==> src/sv/lmls_pkg.sv <==
package lmls_pkg;

    localparam int ACC_W      = 13;
    localparam int LINE_W     = 8;
    localparam int DELTA_W    = 5;
    localparam int CFG_IDX_W  = 3;
    localparam int CFG_DATA_W = 8;

    localparam logic [ACC_W-1:0]  RST_ACCUM = 13'd4500;
    localparam logic [LINE_W-1:0] RST_LINE  = 8'd153;

    localparam logic [CFG_IDX_W-1:0] REG_DISPLAY_ENABLE = 3'd0;
    localparam logic [CFG_IDX_W-1:0] REG_LINE_COMPARE   = 3'd1;
    localparam logic [CFG_IDX_W-1:0] REG_COINC_IRQ_EN   = 3'd2;
    localparam logic [CFG_IDX_W-1:0] REG_HBLANK_IRQ_EN  = 3'd3;
    localparam logic [CFG_IDX_W-1:0] REG_VBLANK_IRQ_EN  = 3'd4;
    localparam logic [CFG_IDX_W-1:0] REG_SEARCH_IRQ_EN  = 3'd5;

    typedef enum logic [1:0] {
        MODE_HBLANK   = 2'd0,
        MODE_VBLANK   = 2'd1,
        MODE_SEARCH   = 2'd2,
        MODE_TRANSFER = 2'd3
    } lcd_mode_t;

    typedef struct packed {
        logic              display_enable;
        logic [LINE_W-1:0] line_compare;
        logic              coincidence_irq_enable;
        logic              hblank_irq_enable;
        logic              vblank_irq_enable;
        logic              search_irq_enable;
    } cfg_t;

    typedef struct packed {
        lcd_mode_t         mode;
        logic [LINE_W-1:0] line;
        logic [ACC_W-1:0]  accum;
        logic              coincidence;
    } state_t;

    typedef struct packed {
        lcd_mode_t         mode;
        logic [LINE_W-1:0] line;
        logic              coincidence;
        logic              vblank_irq;
        logic              status_irq;
        logic              line_render;
        logic              frame_done;
    } result_t;

endpackage

==> src/sv/lmls_step.sv <==
module lmls_step import lmls_pkg::*; #(
    parameter int HBLANK_LEN    = 204,
    parameter int VBLANK_LEN    = 4560,
    parameter int SEARCH_LEN    = 80,
    parameter int TRANSFER_LEN  = 172,
    parameter int LINE_LEN      = 456,
    parameter int VISIBLE_LINES = 144,
    parameter int PHASE_W       = 9
) (
    input  cfg_t               cfg,
    input  state_t             state,
    input  logic [PHASE_W-1:0] phase,
    input  logic [DELTA_W-1:0] delta,
    output state_t             state_next,
    output logic [PHASE_W-1:0] phase_next,
    output result_t            result
);

    localparam int SUM_W = ACC_W + 1;

    localparam logic [PHASE_W:0] LEN_P   = (PHASE_W+1)'(LINE_LEN);
    localparam logic [PHASE_W:0] HB_MOD  = (PHASE_W+1)'(HBLANK_LEN % LINE_LEN);
    localparam logic [PHASE_W:0] VB_MOD  = (PHASE_W+1)'(VBLANK_LEN % LINE_LEN);
    localparam logic [PHASE_W:0] TR_MOD  = (PHASE_W+1)'(TRANSFER_LEN % LINE_LEN);

    localparam logic [SUM_W-1:0] HB_LEN  = SUM_W'(HBLANK_LEN);
    localparam logic [SUM_W-1:0] VB_LEN  = SUM_W'(VBLANK_LEN);
    localparam logic [SUM_W-1:0] SR_LEN  = SUM_W'(SEARCH_LEN);
    localparam logic [SUM_W-1:0] TR_LEN  = SUM_W'(TRANSFER_LEN);
    localparam logic [LINE_W-1:0] VIS    = LINE_W'(VISIBLE_LINES);

    localparam int DELTA_N = 2 ** DELTA_W;

    // delta mod LINE_LEN for every possible delta
    function automatic logic [DELTA_N*PHASE_W-1:0] build_dmod();
        logic [DELTA_N*PHASE_W-1:0] t;
        t = '0;
        for (int i = 0; i < DELTA_N; i++) begin
            t[i*PHASE_W +: PHASE_W] = PHASE_W'(i % LINE_LEN);
        end
        return t;
    endfunction

    localparam logic [DELTA_N*PHASE_W-1:0] DMOD_TABLE = build_dmod();

    logic [SUM_W-1:0]   sum;
    logic [PHASE_W-1:0] dmod;
    logic [PHASE_W:0]   phase_sum;
    logic [PHASE_W:0]   phase_acc;
    logic [PHASE_W:0]   phase_hb;
    logic [PHASE_W:0]   phase_vb;
    logic [PHASE_W:0]   phase_tr;
    logic [LINE_W-1:0]  line_inc;
    logic               bumped;

    always_comb begin
        sum       = {1'b0, state.accum} + SUM_W'(delta);
        dmod      = DMOD_TABLE[delta*PHASE_W +: PHASE_W];
        phase_sum = {1'b0, phase} + {1'b0, dmod};
        phase_acc = (phase_sum >= LEN_P) ? phase_sum - LEN_P : phase_sum;
        phase_hb  = (phase_acc >= HB_MOD) ? phase_acc - HB_MOD : phase_acc + LEN_P - HB_MOD;
        phase_vb  = (phase_acc >= VB_MOD) ? phase_acc - VB_MOD : phase_acc + LEN_P - VB_MOD;
        phase_tr  = (phase_acc >= TR_MOD) ? phase_acc - TR_MOD : phase_acc + LEN_P - TR_MOD;
        line_inc  = state.line + LINE_W'(1);

        state_next        = state;
        state_next.accum  = sum[ACC_W-1:0];
        phase_next        = phase_acc[PHASE_W-1:0];
        bumped            = 1'b0;
        result.vblank_irq = 1'b0;
        result.status_irq = 1'b0;
        result.line_render = 1'b0;
        result.frame_done = 1'b0;

        if (!cfg.display_enable) begin
            state_next.mode  = MODE_HBLANK;
            state_next.line  = '0;
            state_next.accum = '0;
            phase_next       = '0;
        end else begin
            unique case (state.mode)
                MODE_HBLANK: begin
                    if (sum >= HB_LEN) begin
                        state_next.accum = ACC_W'(sum - HB_LEN);
                        phase_next       = phase_hb[PHASE_W-1:0];
                        state_next.line  = line_inc;
                        bumped           = 1'b1;
                        if (line_inc == VIS) begin
                            state_next.mode   = MODE_VBLANK;
                            result.frame_done = 1'b1;
                            result.vblank_irq = 1'b1;
                            result.status_irq = cfg.vblank_irq_enable;
                        end else begin
                            state_next.mode   = MODE_SEARCH;
                            result.status_irq = cfg.search_irq_enable;
                        end
                    end
                end
                MODE_VBLANK: begin
                    if (sum >= VB_LEN) begin
                        state_next.accum = ACC_W'(sum - VB_LEN);
                        phase_next       = phase_vb[PHASE_W-1:0];
                        state_next.mode  = MODE_SEARCH;
                        state_next.line  = '0;
                        bumped           = 1'b1;
                    end else if (phase_acc[PHASE_W-1:0] < phase) begin
                        state_next.line = line_inc;
                        bumped          = 1'b1;
                    end
                end
                MODE_SEARCH: begin
                    if (sum >= SR_LEN) begin
                        state_next.mode  = MODE_TRANSFER;
                        state_next.accum = '0;
                        phase_next       = '0;
                    end
                end
                MODE_TRANSFER: begin
                    if (sum >= TR_LEN) begin
                        state_next.accum   = ACC_W'(sum - TR_LEN);
                        phase_next         = phase_tr[PHASE_W-1:0];
                        state_next.mode    = MODE_HBLANK;
                        result.line_render = 1'b1;
                        result.status_irq  = cfg.hblank_irq_enable;
                    end
                end
            endcase
            state_next.coincidence = (state_next.line == cfg.line_compare);
            if (bumped && state_next.coincidence && cfg.coincidence_irq_enable) begin
                result.status_irq = 1'b1;
            end
        end

        result.mode        = state_next.mode;
        result.line        = state_next.line;
        result.coincidence = state_next.coincidence;
    end

endmodule

==> src/sv/lcd_mode_line_sequencer_unit.sv <==
// Each accepted item's result is registered in the output register, or in the skid entry while the output is stalled.
// Throughput: one item per cycle while s_ready is high; the timing step is a single pass of
// add/compare logic between the state registers and the result register.
// A two-entry result buffer keeps s_ready high while one result waits.
// Reset (aresetn low, synchronous): vertical blank, line 153, cycle count 4500,
// display on, other configuration registers zero, result buffer empty.
module lcd_mode_line_sequencer_unit import lmls_pkg::*; #(
    parameter int HBLANK_LEN    = 204,
    parameter int VBLANK_LEN    = 4560,
    parameter int SEARCH_LEN    = 80,
    parameter int TRANSFER_LEN  = 172,
    parameter int LINE_LEN      = 456,
    parameter int VISIBLE_LINES = 144
) (
    input  logic                  aclk,
    input  logic                  aresetn,

    input  logic                  cfg_valid,
    output logic                  cfg_ready,
    input  logic [CFG_IDX_W-1:0]  cfg_index,
    input  logic [CFG_DATA_W-1:0] cfg_data,

    input  logic                  s_valid,
    output logic                  s_ready,
    input  logic [DELTA_W-1:0]    s_elapsed_cycles,

    output logic                  m_valid,
    input  logic                  m_ready,
    output logic [1:0]            m_lcd_mode,
    output logic [LINE_W-1:0]     m_line_number,
    output logic                  m_coincidence,
    output logic                  m_vblank_irq,
    output logic                  m_status_irq,
    output logic                  m_line_render,
    output logic                  m_frame_done
);

    localparam int PHASE_W = $clog2(LINE_LEN + 1);
    localparam logic [PHASE_W-1:0] RST_PHASE = PHASE_W'(int'(RST_ACCUM) % LINE_LEN);

    cfg_t               cfg_reg;
    state_t             state_reg;
    state_t             state_next;
    logic [PHASE_W-1:0] phase_reg;
    logic [PHASE_W-1:0] phase_next;
    result_t            result_next;
    result_t            out_reg;
    result_t            skid_reg;
    logic               out_valid_reg;
    logic               skid_valid_reg;
    logic               in_fire;
    logic               out_fire;

    assign cfg_ready = 1'b1;
    assign s_ready   = !skid_valid_reg;
    assign in_fire   = s_valid && s_ready;
    assign out_fire  = out_valid_reg && m_ready;

    lmls_step #(
        .HBLANK_LEN    (HBLANK_LEN),
        .VBLANK_LEN    (VBLANK_LEN),
        .SEARCH_LEN    (SEARCH_LEN),
        .TRANSFER_LEN  (TRANSFER_LEN),
        .LINE_LEN      (LINE_LEN),
        .VISIBLE_LINES (VISIBLE_LINES),
        .PHASE_W       (PHASE_W)
    ) u_step (
        .cfg        (cfg_reg),
        .state      (state_reg),
        .phase      (phase_reg),
        .delta      (s_elapsed_cycles),
        .state_next (state_next),
        .phase_next (phase_next),
        .result     (result_next)
    );

    always_ff @(posedge aclk) begin
        if (!aresetn) begin
            cfg_reg.display_enable         <= 1'b1;
            cfg_reg.line_compare           <= '0;
            cfg_reg.coincidence_irq_enable <= 1'b0;
            cfg_reg.hblank_irq_enable      <= 1'b0;
            cfg_reg.vblank_irq_enable      <= 1'b0;
            cfg_reg.search_irq_enable      <= 1'b0;
        end else if (cfg_valid && cfg_ready) begin
            unique case (cfg_index)
                REG_DISPLAY_ENABLE: cfg_reg.display_enable         <= cfg_data[0];
                REG_LINE_COMPARE:   cfg_reg.line_compare           <= cfg_data;
                REG_COINC_IRQ_EN:   cfg_reg.coincidence_irq_enable <= cfg_data[0];
                REG_HBLANK_IRQ_EN:  cfg_reg.hblank_irq_enable      <= cfg_data[0];
                REG_VBLANK_IRQ_EN:  cfg_reg.vblank_irq_enable      <= cfg_data[0];
                REG_SEARCH_IRQ_EN:  cfg_reg.search_irq_enable      <= cfg_data[0];
                default: ;
            endcase
        end
    end

    always_ff @(posedge aclk) begin
        if (!aresetn) begin
            state_reg.mode        <= MODE_VBLANK;
            state_reg.line        <= RST_LINE;
            state_reg.accum       <= RST_ACCUM;
            state_reg.coincidence <= 1'b0;
            phase_reg             <= RST_PHASE;
        end else if (in_fire) begin
            state_reg <= state_next;
            phase_reg <= phase_next;
        end
    end

    // two-entry result buffer
    always_ff @(posedge aclk) begin
        if (!aresetn) begin
            out_valid_reg  <= 1'b0;
            skid_valid_reg <= 1'b0;
        end else if (skid_valid_reg) begin
            if (out_fire) begin
                skid_valid_reg <= 1'b0;
            end
        end else if (in_fire) begin
            if (out_valid_reg && !m_ready) begin
                skid_valid_reg <= 1'b1;
            end
            out_valid_reg <= 1'b1;
        end else if (out_fire) begin
            out_valid_reg <= 1'b0;
        end
    end

    always_ff @(posedge aclk) begin
        if (skid_valid_reg) begin
            if (out_fire) begin
                out_reg <= skid_reg;
            end
        end else if (in_fire) begin
            if (out_valid_reg && !m_ready) begin
                skid_reg <= result_next;
            end else begin
                out_reg <= result_next;
            end
        end
    end

    assign m_valid       = out_valid_reg;
    assign m_lcd_mode    = out_reg.mode;
    assign m_line_number = out_reg.line;
    assign m_coincidence = out_reg.coincidence;
    assign m_vblank_irq  = out_reg.vblank_irq;
    assign m_status_irq  = out_reg.status_irq;
    assign m_line_render = out_reg.line_render;
    assign m_frame_done  = out_reg.frame_done;

endmodule

==> config.mk <==
export PLATFORM = sky130hd
export DESIGN_NAME = lcd_mode_line_sequencer_unit
export DESIGN_NICKNAME = d
export VERILOG_FILES = /design/src/sv/lmls_pkg.sv /design/src/sv/lmls_step.sv /design/src/sv/lcd_mode_line_sequencer_unit.sv
export SDC_FILE = /design/constraint.sdc
export NUM_CORES = 1
export LEC_CHECK = 0
export BUFFER_PORTS_ARGS = -buffer_cell sky130_fd_sc_hd__buf_2
export CAP_MARGIN = 40
export CORE_MARGIN = 2
export CORE_UTILIZATION = 40
export DETAILED_ROUTE_END_ITERATION = 16
export PLACE_DENSITY = 0.67
export SYNTH_ARGS = -nofsm -noshare
export SYNTH_HDL_FRONTEND = slang
export SYNTH_SLANG_ARGS = --single-unit
==> constraint.sdc <==
create_clock -name aclk -period 5 [get_ports aclk]
set_input_delay 0 -clock aclk [delete_from_list [all_inputs] [get_ports aclk]]
set_output_delay 0 -clock aclk [all_outputs]
set_load 0.1 [all_outputs]
# Yosys cells after proc, flatten, opt, wreduce, memory -nomap -nowiden
# Cells that the tools add are included.
# W data, S select, Z words.
[totals]
out_inout_bits = 18
elab_cells = 135
in_bits = 21
ff_bits = 78
[classes]
n_eq_ne = 12
magnitude_cmp = 9
n_mux = 52
n_shift = 1
n_bitwise = 1
reduce_logical = 20
n_addsub = 12
mul = 1
[op_table]
columns = ["operator", "n"]
rows = [
  ["$shiftx A288 B10 Y9 const A", 1],
  ["$mux W9", 8],
  ["$mux W15", 4],
  ["$pmux W13 S4", 1],
  ["$mux W23", 2],
  ["$mux W13", 3],
  ["$pmux W9 S4", 1],
  ["$sub A9 B8 Y9 const B", 4],
  ["$ge A14 B8 Y1 const B", 2],
  ["$sub A13 B8 Y13 const B", 2],
  ["$mux W8", 3],
  ["$ge A10 B8 Y1 const B", 2],
  ["$mux W1", 18],
  ["$pmux W8 S2", 1],
  ["$add A13 B5 Y14", 1],
  ["$ge A14 B13 Y1 const B", 1],
  ["$ge A14 B7 Y1 const B", 1],
  ["$reduce_and A2 Y1", 7],
  ["$sub A13 B13 Y13 const B", 1],
  ["$mux W2", 6],
  ["$add A9 B9 Y10", 1],
  ["$ge A10 B1 Y1 const B", 1],
  ["$ge A10 B9 Y1 const B", 1],
  ["$mux W10", 1],
  ["24 further kinds", 35],
]

# Depth between registers and ports, before layout
[logic_depth]
depth_word = 18
ltp_mapped = 25
depth_no_buf = 25

# Hierarchy
# Synthesis repeated with hierarchy kept, for this count alone.
[unflattened]
hier_cells = 893
hier_area_um2 = 7020.5
[modules_own_cells]
columns = ["module", "n_inst", "seq_area_each_um2", "area_per_inst_um2", "cells_per_inst"]
rows = [
  ["lmls_step", 1, 0.0, 4046.4, 627],
  ["lcd_mode_line_sequencer_unit", 1, 1861.8, 2974.1, 266],
]

# Worst setup path after synthesis
# No wires, ideal clock.
[synth_path]
kind = "flip-flop to flip-flop"
start = "register phase_reg[0]"
end = "register out_reg (netlist bit m_status_irq), data pin"
arrival_ps = 5136
n_path_buf = 0
path_stages_with_launch = 23
period_less_slack_ps = 5301
required_time_ps = 4835
setup_time_ps = 165
setup_slack_ps = -301
path_cell_list = "dfxtp_1 -> ha_1 -> fa_1 -> a21oi_1 -> o21bai_1 -> xor2_1 -> inv_2 -> o211ai_2 -> a31oi_2 -> mux2i_2 -> ha_1 -> a211oi_1 -> nand2_1 -> a21oi_1 -> o21ai_0 -> or3_1 -> nand3_2 -> a41oi_1 -> a31oi_1 -> xor2_1 -> or4_4 -> o31a_1 -> o31ai_2"
[synth_between]
elab_chain_len = 16
word_cells_on_any_way = 21
classes_between = "2 x add/sub; 2 x order compare; 1 x eq/ne; 14 x mux; 2 x reduce/logical"
[synth_rtl]
columns = ["element", "line_no", "source"]
rows = [
  ["from (decl)", "lcd_mode_line_sequencer_unit.sv:44", "logic [PHASE_W-1:0] phase_reg;"],
  ["from (signal assigned)", "lcd_mode_line_sequencer_unit.sv:107", "phase_reg <= phase_next;"],
  ["$add A9 B9 Y10", "lmls_step.sv:59", "phase_sum = {1'b0, phase} + {1'b0, dmod};"],
  ["$sub A10 B9 Y10 / $ge A10 B9 Y1 (equally long branches)", "lmls_step.sv:60", "phase_acc = (phase_sum >= LEN_P) ? phase_sum - LEN_P : phase_sum;"],
  ["$mux W10", "lmls_step.sv:60", ""],
  ["$lt A9 B9 Y1 *", "lmls_step.sv:106", "end else if (phase_acc[PHASE_W-1:0] < phase) begin"],
  ["$mux W8", "lmls_step.sv:106", ""],
  ["$mux W8", "lmls_step.sv:100", "if (sum >= VB_LEN) begin"],
  ["$pmux W8 S2", "lmls_step.sv:81", "unique case (state.mode)"],
  ["$mux W8", "lmls_step.sv:75", "if (!cfg.display_enable) begin"],
  ["$eq A8 B8 Y1", "lmls_step.sv:128", "state_next.coincidence = (state_next.line == cfg.line_compare);"],
  ["$logic_and A1 B1 Y1 * (2 in series)", "lmls_step.sv:129", "if (bumped && state_next.coincidence && cfg.coincidence_irq_enable) begin"],
  ["$mux W1 *", "lmls_step.sv:129", ""],
  ["$mux W4 *", "lmls_step.sv:75", ""],
  ["$mux W15 *", "lcd_mode_line_sequencer_unit.sv:136", "if (out_valid_reg && !m_ready) begin"],
  ["$mux W15 *", "lcd_mode_line_sequencer_unit.sv:135", "end else if (in_fire) begin"],
  ["$mux W15 *", "lcd_mode_line_sequencer_unit.sv:131", "if (skid_valid_reg) begin"],
  ["to (signal assigned)", "lcd_mode_line_sequencer_unit.sv:133", "out_reg <= skid_reg;"],
  ["to (signal assigned)", "lcd_mode_line_sequencer_unit.sv:139", "out_reg <= result_next;"],
  ["to (decl)", "lcd_mode_line_sequencer_unit.sv:47", "result_t out_reg;"],
]
# Mark *: on every way between the ends. The rest lies on a longest branch, timed or not. The select of a mux whose other input is x is not followed.
# A chain may end at the register's enable or synchronous reset.

# Worst setup path in the final report
# Ends and elaborated chain as after synthesis.

==> summary.md <==
| Metric | Value |
|---|---|
| Status | `finished, final reports clean` |
| Max-slew violations | `0` |
| Synthesized flop and latch total | `76` |
| HPWL Detailed | `13.1 mm` |
| GR Overflow Total | `0` |
| Hold Startpoint | `cfg_index[2]` |
| Share of layout cells above drive strength 1 | `19.9%` |
| Clock power share | `15.6%` |
| IO buf count | `37` |
| Number of distinct library cells after synthesis | `93` |
| Max reg flops | `24` |
| Drt wl/cell | `17.2 um` |
| Crit path DAT | `5110 ps` |
| Root Buffer | `clkbuf_16` |
| Die ar. | `16,900 um^2` |
| R2R setup slack | `60 ps` |
| Sequential area share after synthesis | `28.5%` |
| Area post-placement | `7030 um^2` |
| First drt pass iteration count | `5` |
| DRT antenna net count | `0` |
| Synth area leader | `dfxtp_1` |
| Detailed Route WL | `18.3 mm` |
| Top post-synthesis cells by area | `dfxtp_1, edfxtp_1, ha_1` |
| Hold WC Path Type | `in2reg` |
| Cell area power density | `561 nW/um^2` |
| VDD IR-drop max | `0.303 mV` |
| H-tree depth | `3` |
| Starting Density | `41.3%` |
| Buf+Inv Stages, Crit Path | `1` |
| Crit end category | `flip-flop` |
| Leakage | `3.04 nW` |
| Largest net degree at the start of global routing | `37` |
| Final hold violations | `0` |
| Reg clk slew, reported paths | `70 ps` |
| Min-Delay Endpoint | `cfg_reg[12]` |
| Post-Syn Area | `6330 um^2` |
| Setup ws final | `61.9 ps` |
| CP startpoint kind | `flip-flop` |
| Avg Vias per Cell | `5.79` |
| Most used DFF post-synth | `dfxtp_1` |
| Synth warn | `0` |
| Global-route wire length before repair | `29.9 mm` |
| Crit-path max cell delay | `530 ps` |
| Initial antenna violation count | `0` |
| TNS Setup | `0 ps` |
| Max_cap viols | `0` |
| Tot GR Track Use | `22.0%` |
| Net Sw Frac | `47.0%` |
| Slew @ Worst Pin | `860 ps` |
| Final clock skew | `9.47 ps` |
| Net Switching | `2.02 mW` |
| Crit-path slowest cell | `or4_4` |
| Hold path depth | `3` |
| Die Height | `130 um` |
| Routability cong. | `0.958` |
| Clock Path Buffers | `2` |
| Logic pwr share | `64.7%` |
| Post-Syn Instances | `774` |
| N_diodes | `0` |
| Via count | `6,160` |
| Setup violators final | `0` |
| Worst reg2reg endpoint | `m_status_irq` |
| Flop pwr share | `19.7%` |
| Final #Nets | `905` |
| CTS tree | `yes` |
| Avg Inst Size Synth | `8.18 um^2` |
| Die W | `130 um` |
| Worst rel slew slack | `42.4%` |
| Worst slack, placed | `-88.6 ps` |
| FFs w/ async S/R, synth | `0%` |
| Syn-to-layout area delta | `20.8%` |
| Cells along the critical path | `ha_4, fa_2, a21oi_2, o21bai_2, buf_4, nand3_1, nand3_1, a31oi_4, mux2i_4, ha_4, a211oi_2, nand2_1, a21oi_2, o21ai_2, or3_1, nand3_2, a41oi_2, a31oi_2, xor2_1, or4_4, o31a_1, o31ai_2` |
| Period utilization | `98.8%` |
| Row count | `45` |
| Critical path's top delay family | `compound AO/OA/AOI/OAI gates` |
| TritonCTS buffer count | `9` |
| Worst r2r src | `phase_reg[0]` |
| Core area | `15,300 um^2` |
| Tmin final | `4940 ps` |
| Synth top area share | `15.2%` |
| Clk_lat worst skew | `340 ps` |
| R2R cell count | `22` |
| Final instance area | `7650 um^2` |
| RSZ-0062 raised after global routing | `true` |
| Core Util, Final | `49.9%` |
| Number of clock sinks seen by CTS | `76` |
| Initial drt markers | `555` |
| Vias in the first global route | `6,066` |
| WS Path Type | `reg2reg` |
| Post-synth EDFFs | `28` |
| Int Pwr | `2.27 mW` |
| Syn_nets | `831` |
| I/O pins | `39` |
| Crit path max fanout | `3` |
| DRC Markers | `0` |
| Critical path required time | `5180 ps` |
| Peak Freq | `203 MHz` |
placed cells by master, fill, tap and decap left out, types with 22 or more instances in the layout:
cell type / n
a21oi_1: 54
ha_1: 30
dfxtp_1: 47
o21ai_0: 35
nand3_1: 23
nand2_1: 72
nor2_1: 63
xor2_1: 22
edfxtp_1: 28
buf_2: 37
xnor2_1: 25
buf_4: 53
inv_1: 38
power by group through the flow:
stage	combinational, mW	clock [mW]	sequential (mW)
after global routing	3.03	0.703	0.855
after global placement	2.51	0	0.852
after floorplan	1.72	0	1.01
final	2.78	0.669	0.843
after detailed placement	2.53	0	0.853
after CTS	2.62	0.676	0.840
area by class of cell:
cell class | count | area (um^2)
Clock buffer | 9 | 225
Multi-Input combinational cell | 618 | 4420
Clock inverter | 7 | 73.8
Timing Repair Buffer | 102 | 706
Inverter | 41 | 154
Sequential cell | 76 | 1800
Fill cell | 1493 | 7670
Tap cell | 211 | 264
synthesized netlist by cell type (15+ instances only):
cell / instances
inv_1: 38
o21ai_0: 37
a21oi_1: 59
nand2_1: 72
dfxtp_1: 48
xnor2_1: 25
nor2_1: 66
a211oi_1: 15
edfxtp_1: 28
nand3_1: 23
clkbuf_1: 29
xor2_1: 23
o211ai_1: 18
ha_1: 34
mux2i_1: 16
kinds of logic (layout without fill, tap and decap cells):
logic type | count (synthesis) | in the layout | synth area share (%)
compound gates | 262 | 262 | 29.4
simple gates | 250 | 250 | 19.5
buf+inv | 80 | 159 | 5.12
flops | 76 | 76 | 28.5
xor+xnor | 49 | 49 | 6.90
fa+ha+maj | 36 | 36 | 7.35
mux | 20 | 20 | 3.28
other cells | 1 | 1 | 0.0592
per-layer routing:
metal / GRT usage (%) / up-vias / part of all wire, %
li1: - / 3022 / -
met1: 30.1 / 2925 / 46
met2: 36.1 / 183 / 47
met3: 2.95 / 30 / 4.7
met4: 7.15 / 0 / 1.8
met5: 0 / - / 0
worst min-delay path, stage by stage:
cell and delay [ps]:
buf_2 130, nor3b_1 80, o211ai_1 140
per-stage QoR:
step | instances | power, mW | hold WS [ps]
after global placement | 1030 | 3.36 | 235
after CTS | 1061 | 4.13 | 46.4
after global routing | 1064 | 4.59 | 84.9
after floorplan | 774 | 2.73 | 139
final | 1064 | 4.29 | 46.8
after detailed placement | 1030 | 3.38 | 244
worst max path at each step:
stage | startpoint | end | slack [ps] | depth (start not counted)
2_1_floorplan | phase_reg[0] | m_status_irq | 10 | 25
5_1_grt | phase_reg[0] | m_status_irq | -240 | 22
4_1_cts | phase_reg[0] | m_status_irq | 10 | 23
6_report | phase_reg[0] | m_status_irq | 60 | 22
3_3_place_gp | phase_reg[0] | m_status_irq | 7 | 25
3_5_place_dp | phase_reg[0] | m_status_irq | -90 | 25
what timing repair did:
action                                  4_1_cts  5_1_grt
pin swaps                                    10        8
endpoints found under the setup margin        4        6
buffers inserted                              5        3
hold endpoints to repair                     10        0
hold buffers                                 10        0
gates resized for setup                       3       27
(Power assumes the default switching activity.)
